<file path="config.mk">
export PLATFORM = sky130hd
export DESIGN_NAME = tone_cadence_alarm_detector
export DESIGN_NICKNAME = d
export VERILOG_FILES = /design/src/tca_pkg.sv /design/src/tone_cadence_alarm_detector.sv
export SDC_FILE = /design/constraint.sdc
export NUM_CORES = 1
export LEC_CHECK = 0
export BUFFER_PORTS_ARGS = -buffer_cell sky130_fd_sc_hd__buf_2
export CORE_MARGIN = 8
export CORE_UTILIZATION = 25
export CTS_CLUSTER_SIZE = 28
export DETAILED_ROUTE_END_ITERATION = 16
export PLACE_DENSITY = 0.51
export SETUP_SLACK_MARGIN = 0.5
export SYNTH_ARGS = -nofsm -noshare
export SYNTH_HDL_FRONTEND = slang
export SYNTH_SLANG_ARGS = --single-unit
export TNS_END_PERCENT = 50
</file>
<file path="constraint.sdc">
create_clock -name clk -period 11.4 [get_ports clk]
set_clock_uncertainty 0.05 [all_clocks]
set_input_delay 1.71 -clock clk [delete_from_list [all_inputs] [get_ports clk]]
set_output_delay 1.71 -clock clk [all_outputs]
set_load 0.1 [all_outputs]
</file>
<file path="src/tca_pkg.sv">
// Shared types and constants for the tone cadence alarm detector.
// No dependencies; used by tone_cadence_alarm_detector.
package tca_pkg;

    // Configuration register indexes
    typedef enum logic [2:0] {
        REG_BIN_WIDTH  = 3'd0,
        REG_BAND_LOW   = 3'd1,
        REG_BAND_HIGH  = 3'd2,
        REG_PULSE      = 3'd3,
        REG_SPACE      = 3'd4,
        REG_HOLD       = 3'd5
    } cfg_index_t;

    localparam int CfgDataWidth = 16;

    // Register reset values
    localparam logic [9:0]  BinWidthReset  = 10'd75;
    localparam logic [15:0] BandLowReset   = 16'd3000;
    localparam logic [15:0] BandHighReset  = 16'd4000;
    localparam logic [4:0]  PulseReset     = 5'd16;
    localparam logic [5:0]  SpaceReset     = 6'd24;
    localparam logic [2:0]  HoldReset      = 3'd4;

    // Alarm totals that switch the buzzer on, and the saturation limit of the total
    localparam logic [7:0]  BuzzFirst      = 8'd1;
    localparam logic [7:0]  BuzzRepeat     = 8'd24;
    localparam logic [7:0]  AlarmMax       = 8'd255;

    // Step between LED band thresholds
    localparam int          BandStepHz     = 1000;

    typedef logic [8:0] magnitude_t;
    typedef logic [5:0] bin_index_t;

    // LED band code: 0 with no peak, 1..6 per kHz step, 7 above
    function automatic logic [2:0] band_code(input logic valid, input logic [15:0] freq);
        logic [2:0] code;
        code = 3'd7;
        for (int k = 6; k >= 1; k--) begin
            if (freq <= 16'(k * BandStepHz)) begin
                code = 3'(k);
            end
        end
        if (!valid) begin
            code = 3'd0;
        end
        return code;
    endfunction

endpackage

</file>
<file path="src/tone_cadence_alarm_detector.sv">
// Tone cadence alarm detector top level: peak bin search and cadence logic.
// Depends on tca_pkg for register indexes, constants and the band code function.
//
// Usage:
//   Input channel (in_valid / in_stall) carries one FFT bin per transfer:
//   bin_real, bin_imag (signed 8 bit) and last_bin, which marks a frame's end.
//   Output channel (out_valid / out_stall) carries one result per frame, made
//   from the transfer with last_bin set; other bins produce no result.
//   Path: a bin is captured in the input register; a frame-end bin loads the
//   frame result into the output register once that register has room.
//   Throughput: one bin per cycle while in_stall is low. The peak compare and
//   frame-end update are a single short pass (one 6x10 multiply plus band
//   compares) between the input register and the result register.
//   Stall: a held result blocks the next frame-end bin, which then holds the
//   input; ordinary bins ahead of it keep flowing into the peak search.
//   Reset: asynchronous, active low; clears all counters, the peak search, the
//   valid flags of both channel registers, and loads the configuration defaults.
//   Configuration: cfg_we writes cfg_data to register cfg_index;
//   write only while the block is idle. Unknown indexes are ignored.
module tone_cadence_alarm_detector #(
    parameter int BIN_COUNT = 64
) (
    input  logic                                 clk,
    input  logic                                 rst_n,
    // configuration
    input  logic                                 cfg_we,
    input  logic [2:0]                           cfg_index,
    input  logic [tca_pkg::CfgDataWidth-1:0]     cfg_data,
    // bin input
    input  logic                                 in_valid,
    output logic                                 in_stall,
    input  logic signed [7:0]                    bin_real,
    input  logic signed [7:0]                    bin_imag,
    input  logic                                 last_bin,
    // frame result
    output logic                                 out_valid,
    input  logic                                 out_stall,
    output logic                                 peak_valid,
    output logic [5:0]                           peak_bin,
    output logic [15:0]                          peak_freq_hz,
    output logic                                 alarm_raised,
    output logic                                 buzzer_on,
    output logic [7:0]                           alarms_seen,
    output logic [2:0]                           led_code
);

    localparam tca_pkg::bin_index_t LastIdx = tca_pkg::bin_index_t'(BIN_COUNT - 1);

    // Configuration registers
    logic [9:0]  bin_width_reg;
    logic [15:0] band_low_reg;
    logic [15:0] band_high_reg;
    logic [4:0]  pulse_frames_reg;
    logic [5:0]  space_frames_reg;
    logic [2:0]  hold_frames_reg;

    // Input register
    logic        s1_valid_reg;
    logic [7:0]  s1_real_reg;
    logic [7:0]  s1_imag_reg;
    logic        s1_last_reg;

    // Peak search state
    tca_pkg::bin_index_t bin_index_reg;
    tca_pkg::magnitude_t best_mag_reg;
    tca_pkg::bin_index_t best_index_reg;
    logic                best_found_reg;

    // Cadence state
    logic [4:0]  pulse_count_reg, pulse_count_next;
    logic [5:0]  space_count_reg, space_count_next;
    logic [2:0]  hold_count_reg, hold_count_next;
    logic [7:0]  alarm_total_reg, alarm_total_next;
    logic        buzzer_reg, buzzer_next;
    logic [2:0]  led_reg, led_next;
    logic        raised_next;

    // Output register
    logic        out_valid_reg;
    logic        out_peak_valid_reg;
    logic [5:0]  out_peak_bin_reg;
    logic [15:0] out_freq_reg;
    logic        out_raised_reg;
    logic        out_buzzer_reg;
    logic [7:0]  out_alarms_reg;
    logic [2:0]  out_led_reg;

    logic        s1_adv;
    logic        s1_frame_end;
    logic        in_take;
    logic [7:0]  abs_real;
    logic [7:0]  abs_imag;
    tca_pkg::magnitude_t mag;
    logic        mag_wins;
    tca_pkg::bin_index_t cur_index;
    logic        cur_found;
    logic [15:0] freq;
    logic        in_band;

    // Handshake: a frame-end bin waits for room in the output register
    assign s1_adv       = s1_valid_reg && (!s1_last_reg || !out_valid_reg || !out_stall);
    assign s1_frame_end = s1_adv && s1_last_reg;
    assign in_stall     = s1_valid_reg && !s1_adv;
    assign in_take      = in_valid && !in_stall;

    // Configuration writes
    always_ff @(posedge clk or negedge rst_n)
    begin
        if (!rst_n)
        begin
            bin_width_reg    <= tca_pkg::BinWidthReset;
            band_low_reg     <= tca_pkg::BandLowReset;
            band_high_reg    <= tca_pkg::BandHighReset;
            pulse_frames_reg <= tca_pkg::PulseReset;
            space_frames_reg <= tca_pkg::SpaceReset;
            hold_frames_reg  <= tca_pkg::HoldReset;
        end
        else if (cfg_we)
        begin
            unique case (cfg_index)
                tca_pkg::REG_BIN_WIDTH: bin_width_reg    <= cfg_data[9:0];
                tca_pkg::REG_BAND_LOW:  band_low_reg     <= cfg_data[15:0];
                tca_pkg::REG_BAND_HIGH: band_high_reg    <= cfg_data[15:0];
                tca_pkg::REG_PULSE:     pulse_frames_reg <= cfg_data[4:0];
                tca_pkg::REG_SPACE:     space_frames_reg <= cfg_data[5:0];
                tca_pkg::REG_HOLD:      hold_frames_reg  <= cfg_data[2:0];
                default: ;
            endcase
        end
    end

    // Capture the incoming bin
    always_ff @(posedge clk or negedge rst_n)
    begin
        if (!rst_n)
        begin
            s1_valid_reg <= 1'b0;
        end
        else if (in_take)
        begin
            s1_valid_reg <= 1'b1;
        end
        else if (s1_adv)
        begin
            s1_valid_reg <= 1'b0;
        end
    end

    always_ff @(posedge clk)
    begin
        if (in_take)
        begin
            s1_real_reg <= bin_real;
            s1_imag_reg <= bin_imag;
            s1_last_reg <= last_bin;
        end
    end

    // Magnitude |re|+|im| and strict greater-than against the running best
    assign abs_real  = s1_real_reg[7] ? 8'(~s1_real_reg + 8'd1) : s1_real_reg;
    assign abs_imag  = s1_imag_reg[7] ? 8'(~s1_imag_reg + 8'd1) : s1_imag_reg;
    assign mag       = {1'b0, abs_real} + {1'b0, abs_imag};
    assign mag_wins  = mag > best_mag_reg;
    assign cur_index = mag_wins ? bin_index_reg : best_index_reg;
    assign cur_found = mag_wins || best_found_reg;

    // Peak frequency and band test (product fits 16 bits)
    assign freq    = cur_found ? (16'(cur_index) * 16'(bin_width_reg)) : 16'd0;
    assign in_band = cur_found && (freq > band_low_reg) && (freq <= band_high_reg);

    // Frame-end cadence update
    always_comb
    begin
        pulse_count_next = pulse_count_reg;
        space_count_next = space_count_reg;
        hold_count_next  = hold_count_reg;
        alarm_total_next = alarm_total_reg;
        buzzer_next      = buzzer_reg;
        led_next         = led_reg;
        raised_next      = 1'b0;

        if (alarm_total_reg == 8'd0)
        begin
            led_next = tca_pkg::band_code(cur_found, freq);
        end

        if (in_band)
        begin
            if (hold_count_reg == 3'd0)
            begin
                pulse_count_next = pulse_count_reg + 5'd1;
                if (pulse_count_next >= pulse_frames_reg)
                begin
                    if (alarm_total_reg != tca_pkg::AlarmMax)
                    begin
                        alarm_total_next = alarm_total_reg + 8'd1;
                    end
                    if (alarm_total_next == tca_pkg::BuzzFirst ||
                        alarm_total_next == tca_pkg::BuzzRepeat)
                    begin
                        buzzer_next = 1'b1;
                    end
                    led_next         = alarm_total_next[2:0];
                    hold_count_next  = hold_frames_reg;
                    pulse_count_next = 5'd0;
                    space_count_next = 6'd0;
                    raised_next      = 1'b1;
                end
            end
        end
        else if (pulse_count_reg != 5'd0)
        begin
            if (hold_count_reg == 3'd0)
            begin
                space_count_next = space_count_reg + 6'd1;
                if (space_count_next >= space_frames_reg)
                begin
                    pulse_count_next = 5'd0;
                    space_count_next = 6'd0;
                end
            end
        end

        // Count down the hold; the last hold frame drops the buzzer
        if (hold_count_next == 3'd1)
        begin
            buzzer_next     = 1'b0;
            hold_count_next = 3'd0;
        end
        else if (hold_count_next > 3'd1)
        begin
            hold_count_next = hold_count_next - 3'd1;
        end
    end

    // Advance the peak search and commit the cadence state at frame end
    always_ff @(posedge clk or negedge rst_n)
    begin
        if (!rst_n)
        begin
            bin_index_reg   <= '0;
            best_mag_reg    <= '0;
            best_index_reg  <= '0;
            best_found_reg  <= 1'b0;
            pulse_count_reg <= '0;
            space_count_reg <= '0;
            hold_count_reg  <= '0;
            alarm_total_reg <= '0;
            buzzer_reg      <= 1'b0;
            led_reg         <= '0;
        end
        else if (s1_frame_end)
        begin
            bin_index_reg   <= '0;
            best_mag_reg    <= '0;
            best_index_reg  <= '0;
            best_found_reg  <= 1'b0;
            pulse_count_reg <= pulse_count_next;
            space_count_reg <= space_count_next;
            hold_count_reg  <= hold_count_next;
            alarm_total_reg <= alarm_total_next;
            buzzer_reg      <= buzzer_next;
            led_reg         <= led_next;
        end
        else if (s1_adv)
        begin
            if (mag_wins)
            begin
                best_mag_reg   <= mag;
                best_index_reg <= bin_index_reg;
                best_found_reg <= 1'b1;
            end
            if (bin_index_reg < LastIdx)
            begin
                bin_index_reg <= bin_index_reg + 6'd1;
            end
        end
    end

    // Result register: load on frame end, drop on transfer
    always_ff @(posedge clk or negedge rst_n)
    begin
        if (!rst_n)
        begin
            out_valid_reg <= 1'b0;
        end
        else if (s1_frame_end)
        begin
            out_valid_reg <= 1'b1;
        end
        else if (!out_stall)
        begin
            out_valid_reg <= 1'b0;
        end
    end

    always_ff @(posedge clk)
    begin
        if (s1_frame_end)
        begin
            out_peak_valid_reg <= cur_found;
            out_peak_bin_reg   <= cur_found ? cur_index : 6'd0;
            out_freq_reg       <= freq;
            out_raised_reg     <= raised_next;
            out_buzzer_reg     <= buzzer_next;
            out_alarms_reg     <= alarm_total_next;
            out_led_reg        <= led_next;
        end
    end

    assign out_valid    = out_valid_reg;
    assign peak_valid   = out_peak_valid_reg;
    assign peak_bin     = out_peak_bin_reg;
    assign peak_freq_hz = out_freq_reg;
    assign alarm_raised = out_raised_reg;
    assign buzzer_on    = out_buzzer_reg;
    assign alarms_seen  = out_alarms_reg;
    assign led_code     = out_led_reg;

    // A new result only follows a frame-end bin leaving the input register
    a_result_from_frame_end: assert property (
        @(posedge clk) disable iff (!rst_n)
        $rose(out_valid_reg) |-> $past(s1_valid_reg && s1_last_reg)
    ) else $error("result appeared without a frame-end bin");

    // Bin index never runs past the last bin of a frame
    a_bin_index_bound: assert property (
        @(posedge clk) disable iff (!rst_n)
        bin_index_reg <= LastIdx
    ) else $error("bin index beyond frame length");

    // An alarm is only raised by a frame with a valid peak
    a_alarm_needs_peak: assert property (
        @(posedge clk) disable iff (!rst_n)
        (out_valid_reg && out_raised_reg) |-> out_peak_valid_reg
    ) else $error("alarm raised without a peak");

    // Alarm total never decreases
    a_alarm_total_monotonic: assert property (
        @(posedge clk) disable iff (!rst_n)
        $past(rst_n) |-> (alarm_total_reg >= $past(alarm_total_reg))
    ) else $error("alarm total decreased");

endmodule

</file>
==> flow_summary.yaml, run 1 <==
cts:
  cts.sinks: 159
  insertion_delay_ps: 450
  numCtsBuffers: 17
  tritoncts: "built"
  cts_hold_buf: 0
  clkTransAtPathRegs_ps: 70
  htreeDepth: 4
  cts.path.max_buffers: 2
  cts-root-buf: "clkbuf_16"
power_and_ir_drop:
  power_frac_clock_pct: 24.3
  powerDensity_mw_per_mm2: 193
  ir_worst_vdd_v: 0.000113
  seqPwrFrac_pct: 31.2
  finalPower_mw: 2.45
  p_switching_mw: 1.00
  intPower_mw: 1.44
  p_sw_share_pct: 41.0
  p_leak_nw: 5.52
  p_comb_share_pct: 44.4
worst_setup_path:
  crit_fanout: 12
  startpoint_type: "flip-flop"
  critPathArrivalTime_ps: 10560
  cp_data_required_time_ps: 11660
  critPathSlowestCell: "fa_1"
  end_kind: "flip-flop"
  max_stage_delay_ps: 540
  path_class: "reg -> reg"
synth:
  synth_area_mm2: 0.0109
  syn_inst: 1106
  yosys-top-cells-count: "117 x inv_1, 110 x nand2_1, 94 x ha_1, 85 x dfrtp_1, 71 x o21ai_0"
  synthesis.nets: 1275
  synth_top_area_cell: "dfrtp_1"
  synth.distinct_cells: 82
  avgSynthCellArea_um2: 9.82
  yosys_warnings: 0
  synth_area_leaders: "dfrtp_1 20%, edfxtp_1 15%, ha_1 11%"
  synthArstFlopShare_pct: 66.7
  synth_edf_count: 53
  synth.top_cell.area_share_pct: 19.6
  synth-seq-cells: 159
  yosysSeqAreaShare_pct: 39.3
  synth-main-ff-cell: "dfrtp_1"
  yosysMostFrequentCell: "inv_1"
finish:
  nets: 1357
  diodes: 0
  area_delta_synth_final_pct: 16.7
  finish.utilization_pct: 29.5
  stdcell_count: 1786
  multi_input_area_mm2: 0.00610
  final_area_mm2: 0.0127
  drive_gt1_share_pct: 18.3
  ff_latch_area_mm2: 0.00427
  nFillCells: 4554
timing:
  slew_headroom_pct: 26.7
  worst_slack_ps: 1100
  hold_slack_ps: 437
  slew_violations: 0
  tightest_slew_ps: 1100
  fin_crit_sh_pct: 90.3
  rsz0062_at_grt: "true"
  layout_min_cycle_time_ps: 10300
  tns_ps: 0
  finalHoldViolations: 0
  fmax_mhz: 97.1
  setup_viol_count_final: 0
placed_design:
  gp_congestion: 0.824
  post-dp-hpwl_um: 21200
  placed_cell_area_mm2: 0.0120
  port_buffers: 78
  dp.cells: 1749
  pre_cts_ws_ps: 533
global_routing:
  antenna_found_initial: 0
  grt_use_total_pct: 11.2
  grt_max_degree: 61
  grt_pass1_wl_um: 44700
  gr-total-overflow: 0
  first_global_vias: 8157
die:
  ioPinCount: 79
  die_h_um: 224
  start_util_pct: 25.3
  die_area_mm2: 0.0504
  core_mm2: 0.0430
  rows: 76
  die_w_um: 224
status:
  run_status: "finished, final reports clean"
worst_hold_path:
  min_path_type: "reg -> reg"
route:
  firstDrtPassIters: 5
  drt_first_iter_violations: 375
  routed_wirelength_um: 27600
  via_count: 8016
  wire_per_inst_um: 15.5
  vias_per_cell: 4.49
  drc_errors: 0
  ant_nets: 0
run:
  maxCapViolCount: 0
layout by cell type, fill, tap and decap left out, drive strengths merged, types with 34 or more instances in the layout:
cell type,Yosys,routed
ha,94,94
buf,5,95
inv,119,122
nor2b,51,51
edfxtp,53,53
nand2,110,110
fa,34,34
nor2,71,71
dfrtp,85,85
o21ai,78,78
critical path, delay by kind of cell, from the launching register on:
kind / cells / cell delay [ps]
xor gates and xnor gates: 2 / 180
AOI/OAI and AO/OA: 13 / 2410
DFF: 1 / 410
muxes: 1 / 200
adders and majority gates: 9 / 3430
and+or+nand+nor: 14 / 2900
buffers and inverters: 5 / 570
cells by family (layout without fill, tap and decap cells):
group / after synthesis / count (layout) / synth area share, %
compound gates: 223 / 223 / 14.1
simple gates: 367 / 367 / 17.1
buf+inv: 151 / 246 / 5.27
flops: 159 / 159 / 39.3
mux: 41 / 41 / 4.17
xor+xnor: 37 / 37 / 2.98
fa+ha+maj: 128 / 128 / 17.1
worst paths after layout:
path                                                    start                        endpoint  slack [ps]  cells after the start
min in group asynchronous                               rst_n   band_high_reg[15]$_DFFE_PN0P_        1260                      1
max in group asynchronous                               rst_n  alarm_total_reg[1]$_DFFE_PN0P_        8780                      2
worst max-delay path                 s1_real_reg[0]$_DFFE_PP_   hold_count_reg[0]$_DFFE_PN0P_        1100                     44
worst min register to register  best_index_reg[4]$_DFFE_PN0P_   best_index_reg[4]$_DFFE_PN0P_         440                      2
worst max register to register       s1_real_reg[0]$_DFFE_PP_   hold_count_reg[0]$_DFFE_PN0P_        1100                     44
worst min-delay path            best_index_reg[4]$_DFFE_PN0P_   best_index_reg[4]$_DFFE_PN0P_         440                      2
area by class of cell:
| class | count | share of cell area (%) |
|---|---|---|
| clock buffers | 20 | 3.45 |
| clock inverters | 12 | 1.26 |
| inverters | 119 | 3.58 |
| multi-input cells | 796 | 48.1 |
| flip-flops and latches | 159 | 33.7 |
| well taps | 585 | 5.78 |
| repair buffers | 95 | 4.14 |
power by group through the flow:
stage / Combinational, mW / Clock (mW) / Sequential, mW
floorplan: 0.688 / 0 / 0.861
global placement: 1.06 / 0 / 0.775
finish: 1.09 / 0.595 / 0.764
global route: 1.22 / 0.634 / 0.777
detailed placement: 1.07 / 0 / 0.776
CTS: 1.08 / 0.612 / 0.765
timing repair:
item                                    CTS  global route
setup buffers                             0             5
endpoints found under the setup margin    0            39
resized for setup                         0            22
routing by layer:
| metal | vias up | wire length, um | track usage [%] |
|---|---|---|---|
| li1 | 4004 | - | - |
| met1 | 3894 | 13300 | 14.4 |
| met2 | 92 | 13300 | 18.8 |
| met3 | 26 | 553 | 1.62 |
| met4 | 0 | 459 | 3.99 |
| met5 | - | 0 | 0 |
Note: power is estimated with default switching activity, not from simulation.
==> run 2: changes to the inputs <==
--- a/config.mk
+++ b/config.mk
@@ -6,11 +6,13 @@
 export NUM_CORES = 1
 export LEC_CHECK = 0
 export BUFFER_PORTS_ARGS = -buffer_cell sky130_fd_sc_hd__buf_2
+export CELL_PAD_IN_SITES_DETAIL_PLACEMENT = 1
+export CELL_PAD_IN_SITES_GLOBAL_PLACEMENT = 1
 export CORE_MARGIN = 8
 export CORE_UTILIZATION = 25
 export CTS_CLUSTER_SIZE = 28
 export DETAILED_ROUTE_END_ITERATION = 16
-export PLACE_DENSITY = 0.51
+export PLACE_DENSITY = 0.59
 export SETUP_SLACK_MARGIN = 0.5
 export SYNTH_ARGS = -nofsm -noshare
 export SYNTH_HDL_FRONTEND = slang
==> run 2 against run 1 <==
Effect of this change: register-to-register slack improved by 70 ps; core utilization increased by 0.14 points; sequential share of layout area down 0.16 points; critical endpoint is now alarms_seen[7]$_DFFE_PP_; count of clock-buffer cells in the layout increased by 1; sequential power increased by 0.7%; final cell count up 0.22%; clock power increased by 0.8%; routed wire length up 7.0%.
==> flow_summary.yaml, run 2 (synthesis gave the netlist of run 1 again) <==
status:
  run_status: "finished, final reports clean"
placed_design:
  gp_congestion: 0.788
  port_buffers: 78
  placed_cell_area_mm2: 0.0120
  post-dp-hpwl_um: 22700
worst_setup_path:
  crit_fanout: 13
  max_stage_delay_ps: 540
  end_kind: "flip-flop"
  critPathSlowestCell: "fa_1"
  cp_num_buf_inv: 8
  startpoint_type: "flip-flop"
  r2r-end: "alarms_seen[7]$_DFFE_PP_"
  critPathMostFrequentCell: "ha_1"
  critPathArrivalTime_ps: 10380
  rr_worst_depth: 45
  cp_data_required_time_ps: 11550
  reg2reg_slack_ps: 1170
  path_delay_family: "adder cells"
  r2r-start: "s1_imag_reg[0]$_DFFE_PP_"
  path_class: "reg -> reg"
worst_hold_path:
  min_path_type: "reg -> reg"
  holdPathStages: 2
  min_from: "best_index_reg[2]$_DFFE_PN0P_"
  hold_path_end: "best_index_reg[2]$_DFFE_PN0P_"
finish:
  final_area_mm2: 0.0127
  mostFrequentLayoutCell: "inv_1"
  final_cell_mix: "116 x inv_1, 110 x nand2_1, 90 x ha_1"
  nFillCells: 4981
  finish.utilization_pct: 29.6
  nets: 1361
  area_delta_synth_final_pct: 17.3
  drive_gt1_share_pct: 18.8
  diodes: 0
route:
  wire_per_inst_um: 16.5
  firstDrtPassIters: 4
  vias_per_cell: 4.57
  ant_nets: 0
  routed-wl-met2_um: 14200
  top_layer: "met4"
  drt_first_iter_violations: 316
  routed_wirelength_um: 29500
  via_count: 8172
  m1WireLength_um: 14000
  wl_met3_um: 685
  drc_errors: 0
timing:
  tightest_slew_ps: 1100
  slew_headroom_pct: 26.7
  fmax_mhz: 97.8
  finalHoldViolations: 0
  fin_crit_sh_pct: 89.7
  setup_viol_count_final: 0
  tns_ps: 0
  slew_violations: 0
  layout_min_cycle_time_ps: 10230
  rsz0062_at_grt: "false"
  hold_slack_ps: 440
die:
  start_util_pct: 25.3
  die_w_um: 224
  die_area_mm2: 0.0504
  rows: 76
  ioPinCount: 79
  die_h_um: 224
  core_mm2: 0.0430
cts:
  cts_hold_buf: 0
  tritoncts: "built"
  cts.path.max_buffers: 2
  insertion_delay_ps: 450
  cts.sinks: 159
  htreeDepth: 4
  numCtsBuffers: 17
  clkTransAtPathRegs_ps: 70
  cts-root-buf: "clkbuf_16"
global_routing:
  gr-total-overflow: 0
  first_global_vias: 8777
  grt_use_total_pct: 12.0
  grt_max_degree: 59
  antenna_found_initial: 0
  grt_pass1_wl_um: 48200
power_and_ir_drop:
  intPower_mw: 1.44
  power_frac_clock_pct: 24.3
  ir_worst_vdd_v: 0.0000874
  p_leak_nw: 5.56
  p_sw_share_pct: 41.9
  p_comb_share_pct: 44.6
  powerDensity_mw_per_mm2: 194
  p_switching_mw: 1.03
  seqPwrFrac_pct: 31.1
run:
  maxCapViolCount: 0
==> run 2: changes by cell type in the layout (fill, tap and decap cells not counted), moves of 3 or more <==
| cell | delta |
|---|---|
| nor2_2 | -5 |
| bufinv_16 | -3 |
| clkbuf_16 | +3 |
| buf_4 | +4 |
| clkinvlp_4 | -3 |
| inv_8 | +3 |
| nor2_1 | +5 |
| clkbuf_1 | -3 |
==> run 2: repair_timing <==
item	CTS	global route
endpoints found under the setup margin	2	39
buffers inserted	0	6
pin swaps	0	1
endpoints found under the hold margin	0	0
resized for setup	1	21
==> run 2: metrics by stage <==
stage | total power, mW | cells | worst slack, ps
2_1_floorplan | 1.55 | 1106 | 1580
3_3_place_gp | 1.84 | 1752 | 761
3_5_place_dp | 1.86 | 1752 | 467
4_1_cts | 2.49 | 1784 | 533
5_1_grt | 2.65 | 1790 | 461
6_report | 2.47 | 1790 | 1170
==> run 2: layout make-up <==
cell class / count / area, um^2 / area share (%)
Clock buffer: 21 / 514 / 4.04
Clock inverter: 11 / 101 / 0.796
Inverter: 119 / 454 / 3.57
Multi-Input combinational cell: 796 / 6110 / 48.0
Sequential cell: 159 / 4270 / 33.5
Tap cell: 585 / 732 / 5.75
Timing Repair Buffer: 99 / 554 / 4.35
==> run 2: power groups by stage <==
stage / combinational [mW] / sequential [mW] / clock (mW)
after floorplan: 0.688 / 0.861 / 0
after global placement: 1.07 / 0.778 / 0
after detailed placement: 1.08 / 0.779 / 0
after CTS: 1.09 / 0.770 / 0.623
after global routing: 1.23 / 0.782 / 0.640
final: 1.10 / 0.769 / 0.600
==> run 2: how the worst max path moves through the flow <==
stage	startpoint	endpoint	slack, ps	depth (start not counted)
final	s1_imag_reg[0]$_DFFE_PP_	alarms_seen[7]$_DFFE_PP_	1170	45
after global routing	s1_imag_reg[1]$_DFFE_PP_	alarms_seen[7]$_DFFE_PP_	460	46
after CTS	s1_real_reg[0]$_DFFE_PP_	alarms_seen[7]$_DFFE_PP_	530	44
after detailed placement	s1_real_reg[0]$_DFFE_PP_	alarms_seen[7]$_DFFE_PP_	470	42
after global placement	s1_real_reg[0]$_DFFE_PP_	alarms_seen[7]$_DFFE_PP_	760	42
after floorplan	s1_real_reg[0]$_DFFE_PP_	alarms_seen[7]$_DFFE_PP_	1580	45
==> run 2: tightest hold or removal path: stages, from the launching register on <==
cell and delay [ps]:
dfrtp_1 350, nand2_1 50, o21ai_0 60
==> run 2: metal layers <==
| metal | global-route usage [%] | vias to the layer above |
|---|---|---|
| li1 | - | 3999 |
| met1 | 15.4 | 4079 |
| met2 | 20.1 | 70 |
| met3 | 1.94 | 24 |
| met4 | 4.26 | 0 |
| met5 | 0 | - |
==> run 3: changes to the inputs <==
--- a/config.mk
+++ b/config.mk
@@ -5,6 +5,7 @@
 export SDC_FILE = /design/constraint.sdc
 export NUM_CORES = 1
 export LEC_CHECK = 0
+export ABC_AREA = 1
 export BUFFER_PORTS_ARGS = -buffer_cell sky130_fd_sc_hd__buf_2
 export CELL_PAD_IN_SITES_DETAIL_PLACEMENT = 1
 export CELL_PAD_IN_SITES_GLOBAL_PLACEMENT = 1
@@ -12,7 +13,7 @@
 export CORE_UTILIZATION = 25
 export CTS_CLUSTER_SIZE = 28
 export DETAILED_ROUTE_END_ITERATION = 16
-export PLACE_DENSITY = 0.59
+export PLACE_DENSITY = 0.6
 export SETUP_SLACK_MARGIN = 0.5
 export SYNTH_ARGS = -nofsm -noshare
 export SYNTH_HDL_FRONTEND = slang
==> run 3 against run 2 <==
Effect of this change: synthesized cell count rose by 20%; critical path depth rose by 9; routed wire length rose by 2.2%; area after synthesis fell by 0.92%; global-route usage rose by 0.49 points; hold slack got worse by 4.4 ps; count of clock-buffer cells in the layout fell by 3; sequential share of layout area rose by 1.0 points; setup slack improved by 370 ps.
==> flow_summary.yaml, run 3 <==
global_routing:
  antenna_found_initial: 0
  grtUsageMet1_pct: 16.2
  met2_usage_pct: 21.0
  use_met3_pct: 2.51
  gr-total-overflow: 0
  grt_use_total_pct: 12.5
  grt-busiest-layer: "met2"
  grt_max_degree: 58
  grt_pass1_wl_um: 49900
  first_global_vias: 9539
die:
  rows: 76
  die_w_um: 223
  die_h_um: 223
  start_util_pct: 25.1
  core_mm2: 0.0428
  die_area_mm2: 0.0499
  ioPinCount: 79
synth:
  synth_area_mm2: 0.0108
  synth_edf_count: 53
  synth.top_cell.area_share_pct: 19.8
  synth_area_leaders: "dfrtp_1 20%, edfxtp_1 15%, ha_1 11%"
  synth.distinct_cells: 48
  synth-main-ff-cell: "dfrtp_1"
  synth-seq-cells: 159
  syn_inst: 1324
  synthArstFlopShare_pct: 66.7
  yosysMostFrequentCell: "nand2_1"
  yosys_warnings: 0
  yosysSeqAreaShare_pct: 39.7
  synthesis.nets: 1493
  avgSynthCellArea_um2: 8.12
  yosys-top-cells-count: "287 x nand2_1, 257 x inv_1, 131 x nor2_1, 105 x o21ai_0, 94 x ha_1"
  synth_top_area_cell: "dfrtp_1"
timing:
  fmax_mhz: 101
  setup_viol_count_final: 0
  finalHoldViolations: 0
  rsz0062_at_grt: "false"
  tns_ps: 0
  slew_headroom_pct: 24.7
  tightest_slew_ps: 1130
  fin_crit_sh_pct: 86.5
  layout_min_cycle_time_ps: 9860
  slew_violations: 0
worst_setup_path:
  startpoint_type: "flip-flop"
  cp_data_required_time_ps: 11660
  crit_fanout: 15
  critPathSlowestCell: "fa_1"
  max_stage_delay_ps: 560
  reg2reg_slack_ps: 1540
  critPathArrivalTime_ps: 10120
  end_kind: "flip-flop"
  path_class: "reg -> reg"
  critPathMostFrequentCell: "nand2_1"
cts:
  cts.path.max_buffers: 2
  cts-root-buf: "clkbuf_16"
  insertion_delay_ps: 440
  tritoncts: "built"
  cts.sinks: 159
  htreeDepth: 4
  numCtsBuffers: 17
  clkTransAtPathRegs_ps: 70
finish:
  mostFrequentLayoutCell: "nand2_1"
  nFillCells: 5130
  drive_gt1_share_pct: 11.6
  final_cell_mix: "287 x nand2_1, 257 x inv_1, 131 x nor2_1"
  area_delta_synth_final_pct: 14.9
  diodes: 0
  multi_input_area_mm2: 0.00541
  nets: 1574
  ff_latch_area_mm2: 0.00427
route:
  ant_nets: 0
  wire_per_inst_um: 15.4
  drt_first_iter_violations: 361
  routed_wirelength_um: 30200
  firstDrtPassIters: 4
  vias_per_cell: 4.49
  via_count: 8805
  drc_errors: 0
placed_design:
  gp_congestion: 0.865
  port_buffers: 78
  post-dp-hpwl_um: 24000
worst_hold_path:
  min_path_type: "reg -> reg"
status:
  run_status: "finished, final reports clean"
run:
  maxCapViolCount: 0
## run 3: cell types whose count changed in the layout (fill, tap and decap cells not counted), moves of 31 or more
| cell | before | now |
|---|---|---|
| o21ai_0 | 70 | 105 |
| nor2_1 | 68 | 131 |
| nand2_1 | 110 | 287 |
| nor2b_1 | 51 | 0 |
| inv_1 | 116 | 257 |
| nand2b_1 | 31 | 0 |
## run 3: timing repair
action	4_1_cts	5_1_grt
hold buffers	0	0
setup endpoints to repair	0	5
gates resized for setup	0	3
buffers inserted	0	0
## run 3: critical path, delay by kind of cell, from the launching register on
| family | cells | cell delay [ps] |
|---|---|---|
| flip-flops | 1 | 380 |
| buffers and inverters | 7 | 790 |
| AND/OR/NAND/NOR | 25 | 3210 |
| AO/OA/AOI/OAI | 11 | 1770 |
| adder cells (fa/ha/maj) | 9 | 3190 |
| XOR/XNOR | 2 | 360 |
## run 3: worst paths after layout
path                                         startpoint                             to  cells after the start
max                            s1_real_reg[0]$_DFFE_PP_  hold_count_reg[1]$_DFFE_PN0P_                     54
min in group asynchronous                         rst_n   band_low_reg[13]$_DFFE_PN0P_                      1
min reg2reg                band_low_reg[13]$_DFFE_PN0P_   band_low_reg[13]$_DFFE_PN0P_                      2
max reg2reg                    s1_real_reg[0]$_DFFE_PP_  hold_count_reg[1]$_DFFE_PN0P_                     54
min                        band_low_reg[13]$_DFFE_PN0P_   band_low_reg[13]$_DFFE_PN0P_                      2
max in group asynchronous                         rst_n    best_mag_reg[3]$_DFFE_PN0P_                      2
## run 3: area by class of cell
class | count | area share, %
Tap cell | 546 | 5.53
Clock inverter | 13 | 1.03
Timing Repair Buffer | 83 | 3.48
Clock buffer | 18 | 3.64
Sequential cell | 159 | 34.6
Inverter | 263 | 7.99
Multi-Input combinational cell | 881 | 43.8
## run 3: metal layers
layer,vias to the layer above,wire (um)
met5,-,0
met4,0,444
met3,25,864
met2,96,14300
met1,4286,14600
li1,4398,-
## run 3: cell families (layout without fill, tap and decap cells)
family / after synthesis / in the layout / synth area share, %
adder cells (fa/ha/maj): 128 / 128 / 17.3
buffers and inverters: 284 / 377 / 10.1
flip-flops: 159 / 159 / 39.7
AO/OA/AOI/OAI: 194 / 194 / 9.92
AND/OR/NAND/NOR: 533 / 533 / 20.9
XOR/XNOR: 26 / 26 / 2.12
## run 3: per-stage QoR
step,hold slack (ps),area [um^2],worst slack (ps),util [%],std cells
after floorplan,399,10800,2850,-,1324
after global placement,416,11800,1590,27.5,1932
after detailed placement,420,11800,1250,27.5,1932
after CTS,440,12300,1220,28.9,1963
after global routing,466,12400,594,28.9,1963
final,436,12400,1540,28.9,1963
Power of run 3 is not shown: default switching activity piles up to over one toggle a cycle in this logic, so the estimate is an artifact.
